## config.mk

```make
export PLATFORM = sky130hd
export DESIGN_NAME = pppmh_isqrt
export DESIGN_NICKNAME = d
export VERILOG_FILES = /design/src/sv/pppmh_pkg.sv /design/src/sv/pppmh_isqrt.sv
export SDC_FILE = /design/constraint.sdc
export NUM_CORES = 1
export LEC_CHECK = 0
export ABC_AREA = 1
export BUFFER_PORTS_ARGS = -buffer_cell sky130_fd_sc_hd__buf_2
export CORE_UTILIZATION = 50
export CTS_CLUSTER_SIZE = 12
export DETAILED_ROUTE_END_ITERATION = 7
export GPL_TIMING_DRIVEN = 0
export PLACE_DENSITY = 0.67
export SLEW_MARGIN = 20
export SYNTH_ARGS = -nofsm -noshare
export SYNTH_HDL_FRONTEND = slang
export SYNTH_SLANG_ARGS = --single-unit
```

## constraint.sdc

```tcl
create_clock -name clk -period 6.26 [get_ports clk]
set_input_delay 0.313 -clock clk [delete_from_list [all_inputs] [get_ports clk]]
set_output_delay 0.313 -clock clk [all_outputs]
set_load 0.02 [all_outputs]
```

## src/sv/pppmh_pkg.sv

```systemverilog
package pppmh_pkg;

  localparam int P_W      = 17;
  localparam int E_W      = 18;
  localparam int TRK_W    = E_W + 3 * P_W;
  localparam int OP_W     = 20;
  localparam int SQ_W     = 2 * OP_W;
  localparam int ACC_W    = SQ_W + 1;
  localparam int RAD_W    = 38;
  localparam int ROOT_W   = RAD_W / 2;
  localparam int LIM_W    = 16;
  localparam int RCP_SH   = 24;
  localparam int RCP_W    = RCP_SH + 1;
  localparam int PROD_W   = LIM_W + RCP_W;
  localparam int BIN_IDX_W = 6;

  localparam int PION_MSQ   = 19480;
  localparam int PROTON_MSQ = 880355;

  typedef enum logic [4:0] {
    ST_IDLE,
    ST_TCHK,
    ST_SQ,
    ST_RSTART,
    ST_RWAIT,
    ST_TWR,
    ST_PINIT,
    ST_RDPI,
    ST_LDPI,
    ST_RDPR,
    ST_LDPR,
    ST_DIV1,
    ST_DIV2,
    ST_DIV3,
    ST_HRD,
    ST_HWR,
    ST_NEXT,
    ST_DRD,
    ST_DOUT
  } state_t;

  typedef struct packed {
    logic               start;
    logic [RAD_W-1:0]   radicand;
  } rt_req_t;

  typedef struct packed {
    logic               done;
    logic [ROOT_W-1:0]  root;
  } rt_rsp_t;

endpackage

```

## src/sv/pppmh_isqrt.sv

```systemverilog
module pppmh_isqrt (
  input  logic                clk,
  input  logic                rst_n,
  input  pppmh_pkg::rt_req_t  req,
  output pppmh_pkg::rt_rsp_t  rsp
);

  localparam int CNT_W = $clog2(pppmh_pkg::ROOT_W + 1);

  logic                        run_r, run_nxt;
  logic                        done_r, done_nxt;
  logic [CNT_W-1:0]            cnt_r, cnt_nxt;
  logic [pppmh_pkg::RAD_W-1:0] x_r, x_nxt;
  logic [pppmh_pkg::RAD_W-1:0] r_r, r_nxt;
  logic [pppmh_pkg::RAD_W-1:0] bit_r, bit_nxt;
  logic [pppmh_pkg::RAD_W-1:0] t;

  always_comb begin
    run_nxt  = run_r;
    done_nxt = 1'b0;
    cnt_nxt  = cnt_r;
    x_nxt    = x_r;
    r_nxt    = r_r;
    bit_nxt  = bit_r;
    t        = r_r + bit_r;
    if (req.start) begin
      run_nxt = 1'b1;
      cnt_nxt = CNT_W'(pppmh_pkg::ROOT_W);
      x_nxt   = req.radicand;
      r_nxt   = '0;
      bit_nxt = pppmh_pkg::RAD_W'(1) << (pppmh_pkg::RAD_W - 2);
    end else if (run_r) begin
      if (x_r >= t) begin
        x_nxt = x_r - t;
        r_nxt = (r_r >> 1) + bit_r;
      end else begin
        r_nxt = r_r >> 1;
      end
      bit_nxt = bit_r >> 2;
      cnt_nxt = cnt_r - CNT_W'(1);
      if (cnt_r == CNT_W'(1)) begin
        run_nxt  = 1'b0;
        done_nxt = 1'b1;
      end
    end
  end

  always_ff @(posedge clk) begin
    if (!rst_n) begin
      run_r  <= 1'b0;
      done_r <= 1'b0;
      cnt_r  <= '0;
    end else begin
      run_r  <= run_nxt;
      done_r <= done_nxt;
      cnt_r  <= cnt_nxt;
    end
  end

  always_ff @(posedge clk) begin
    x_r   <= x_nxt;
    r_r   <= r_nxt;
    bit_r <= bit_nxt;
  end

  assign rsp.done = done_r;
  assign rsp.root = r_r[pppmh_pkg::ROOT_W-1:0];

endmodule

```

==> flow_metrics.tcl <==
set metrics [dict create \
    run_status "finished clean" \
    ctsLongestPathBuffers 2 \
    cell_internal_pwr_mw 2.28 \
    final_cell_mix "643 x nand2_1, 266 x inv_1, 189 x nand3_1" \
    worst-r2r-cell-count 24 \
    power.combinational.fraction_pct 64.8 \
    clockPowerShare_pct 12.5 \
    irDropWorstVdd_mv 0.240 \
    clkTransAtPathRegs_ns 0.08 \
    holdCritPathClass "input port to flop" \
    power_density_of_the_placed_cells_nw_per_um2 390 \
    die_area_um2 22700 \
    design_power_total_mw 4.70 \
    total_switching_power_mw 2.42 \
    critPathLaunch "r_r[0]$_SDFFE_PP0P_" \
    simple_gate_fraction_of_synth_area_pct 40.8 \
    buffer_ports.inserted 60 \
    worstSetupEndpointType "flop" \
    rsz0062_at_grt "false" \
    worstPathCellList "ha_1, ha_1, nand2_1, a21oi_1, nand2_1, nand2_1, nand2_1, nand2_1, nand2_1, nand2_1, a21oi_1, xor2_1, ha_1, nand2_1, nor2_1, nand2_1, nor2_2, nand3_1, nand2_2, nor2_8, buf_2, a31oi_4, buf_16, buf_16" \
    finalWorstPathRequiredPeriod_ns 4.95 \
    register_to_register_setup_slack_ns 1.31 \
    synthAdderAreaFrac_pct 9.24 \
    worst-endpoint-arrival_ns 5.02 \
    fin_nets 2064 \
    cts.repair.resized 0 \
    cp_data_required_time_ns 6.33 \
    grt_start_max_net_pins 24 \
    cts_hold_buffers 0 \
    pwr-share-seq_pct 22.6 \
    synth.lib_cells_used.distinct 43 \
    antenna_found_initial 0 \
    drc 0 \
    cts_tree "built" \
    switching_share_pct 51.4 \
    pin_count 61 \
    finalCoreUtilization_pct 55.4 \
    fill_cells 2349 \
    finalNonFillerCells 2227 \
    crit_slowest_cell "a21oi_1" \
    synth.avg_cell_area_um2 5.91 \
    detail_route.iter0.violations 955 \
    worstSetupStartpointType "flop" \
    max_cap_viol_count 0 \
    die-height_um 151 \
    report.final.hold_viol_count 0 \
    worstReg2RegStart "r_r[0]$_SDFFE_PP0P_" \
    final_cell_area_um2 12100 \
    ys_seq_area_share_pct 21.9 \
    async_reset_ff_share_pct 0 \
    syn-num-nets 1991 \
    htree_num_levels 3 \
    finalSetupTns_ns 0 \
    final_gp_congestion 1.02 \
    area_growth_pct 9.16 \
    dpl_cell_area_um2 11800 \
    first_global_vias 11400 \
    worst_case_hold_path_end_point "x_r[31]$_DFFE_PP_" \
    synth-xor-area-share_pct 4.68 \
    clk_root_buffer_cell "clkbuf_16" \
    cts_num_sinks 102 \
    synth_top_family_by_area "simple AND/OR/NAND/NOR gates" \
    final_critical_path_setup_slack_ns 1.31 \
    max_slew.worst_pin.slew_ns 0.886 \
    crit_top_cell "nand2_1" \
    synth_cells 1869 \
    synthFlopType "dfxtp_1" \
    reg2reg_to "x_r[10]$_DFFE_PP_" \
    drt.antenna.violating_nets 0 \
    layout_commonest_cell "nand2_1" \
    yosysWarnings 0 \
    hpwl_reported_at_the_end_of_detailed_placement_um 31400 \
    globalRouteOverflowTotal 0 \
    avg_wl_per_cell_um 17.0 \
    placement_rows 54 \
    synth_edf_count 38 \
    viasPerCell 5.45 \
    maxClockFrequency_ghz 0.202 \
    final_layout_size_suffix_gt1_share_pct 7.50 \
    worst_skew_pair.late_latency_ns 0.37 \
    n_antenna_cell 0 \
    yosys-mux-area-fraction_pct 0 \
    floorplan.initialDensity_pct 50.8 \
    hold_path_startpoint "req[31]" \
    vias 12100 \
    netlist_area_pre_place_um2 11000 \
    place.detailed.instances 2211 \
    timing.clock.skew_ns 0.0132 \
    timing_max_transition_violations_final 0 \
    report.final.setup_viol 0 \
    crit_fanout 23 \
    final_min_period_over_clock_period_pct 79.0 \
    grt_first_pass_wirelength_um 58300 \
    fin_hold_ws_ns 0.210 \
    fp.coreArea_um2 21800 \
    ys_seq_elements 102 \
    drt-total-wl_um 37900 \
    leakage_nw 5.78 \
    max_stage_delay_ns 0.44 \
    die_width_um 151 \
    crit_type "flop to flop" \
    synth-compound-area-share_pct 11.0 \
    drt_pass1_iterations 5 \
    grt_util_all_layers_pct 34.0 \
    tritoncts_buffers 9 \
    detailedPlace.worstSlack_ns 1.30 \
    min_delay_path_depth 3 \
    cts_setup_buffers 0 \
    slew_headroom_pct 40.7 \
]
[power groups by stage]
| stage | Combinational, mW | Clock, mW | Sequential [mW] |
|---|---|---|---|
| after CTS | 3.00 | 0.591 | 1.06 |
| after global routing | 3.38 | 0.612 | 1.08 |
| after floorplan | 2.22 | 0 | 1.02 |
| after detailed placement | 2.98 | 0 | 1.08 |
| final | 3.05 | 0.589 | 1.06 |
| after global placement | 2.91 | 0 | 1.09 |
[per-layer routing]
metal,part of all wire (%),vias to the layer above,track usage (%)
li1,-,6152,-
met1,43,5480,41.4
met2,47,419,59.0
met3,5.5,88,3.15
met4,5.2,0,18.0
met5,0,-,0
[sequential cells by signal (all words and copies together) (netlist names)]
signal and cells:
bit_r 19, cnt_r 5, done_r 1, r_r 38
run_r 1, x_r 38
[layout make-up]
cell class | instances | area (um^2) | share of cell area [%]
Clock buffer | 10 | 239 | 1.98
Multi-Input combinational cell | 1439 | 7280 | 60.3
Inverter | 268 | 1010 | 8.34
Sequential cell | 102 | 2420 | 20.1
Buffer | 60 | 358 | 2.97
Timing Repair Buffer | 62 | 355 | 2.95
Tap cell | 280 | 350 | 2.91
Clock inverter | 6 | 52.6 | 0.436
[worst max-delay path: cells and delay by family (launching register included)]
| family | cells | cell delay, ns |
|---|---|---|
| AOI/OAI and AO/OA | 3 | 0.78 |
| xor gates and xnor gates | 1 | 0.17 |
| adders and majority gates | 3 | 0.99 |
| buffers and inverters | 3 | 0.60 |
| DFF | 1 | 0.38 |
| and+or+nand+nor | 14 | 1.70 |
[logic make-up (layout without fill, tap and decap cells)]
| logic type | after synthesis | after routing |
|---|---|---|
| compound gates | 227 | 227 |
| xor+xnor | 59 | 59 |
| fa+ha+maj | 81 | 81 |
| buf+inv | 328 | 406 |
| flops | 102 | 102 |
| simple gates | 1072 | 1072 |
[worst max-delay path by stage]
stage,end,cells after the start
final,x_r[10]$_DFFE_PP_,24
after global routing,x_r[10]$_DFFE_PP_,24
after CTS,x_r[10]$_DFFE_PP_,25
after detailed placement,x_r[6]$_DFFE_PP_,25
after global placement,x_r[6]$_DFFE_PP_,23
after floorplan,x_r[0]$_DFFE_PP_,22
[cells in the mapped netlist (19+ instances only)]
library cell  count  area [um^2]
xor2_1           33          289
xnor2_1          26          228
nor3_1           21          105
o21ai_0          78          390
nand3_1         189          946
inv_1           266          998
nand4_1          19          119
buf_4            22          165
ha_1             80         1000
nor2_1          155          582
edfxtp_1         38         1140
nand2_1         643         2410
dfxtp_1          64         1280
a21oi_1          92          460
Note: power is estimated with default switching activity, not from simulation.
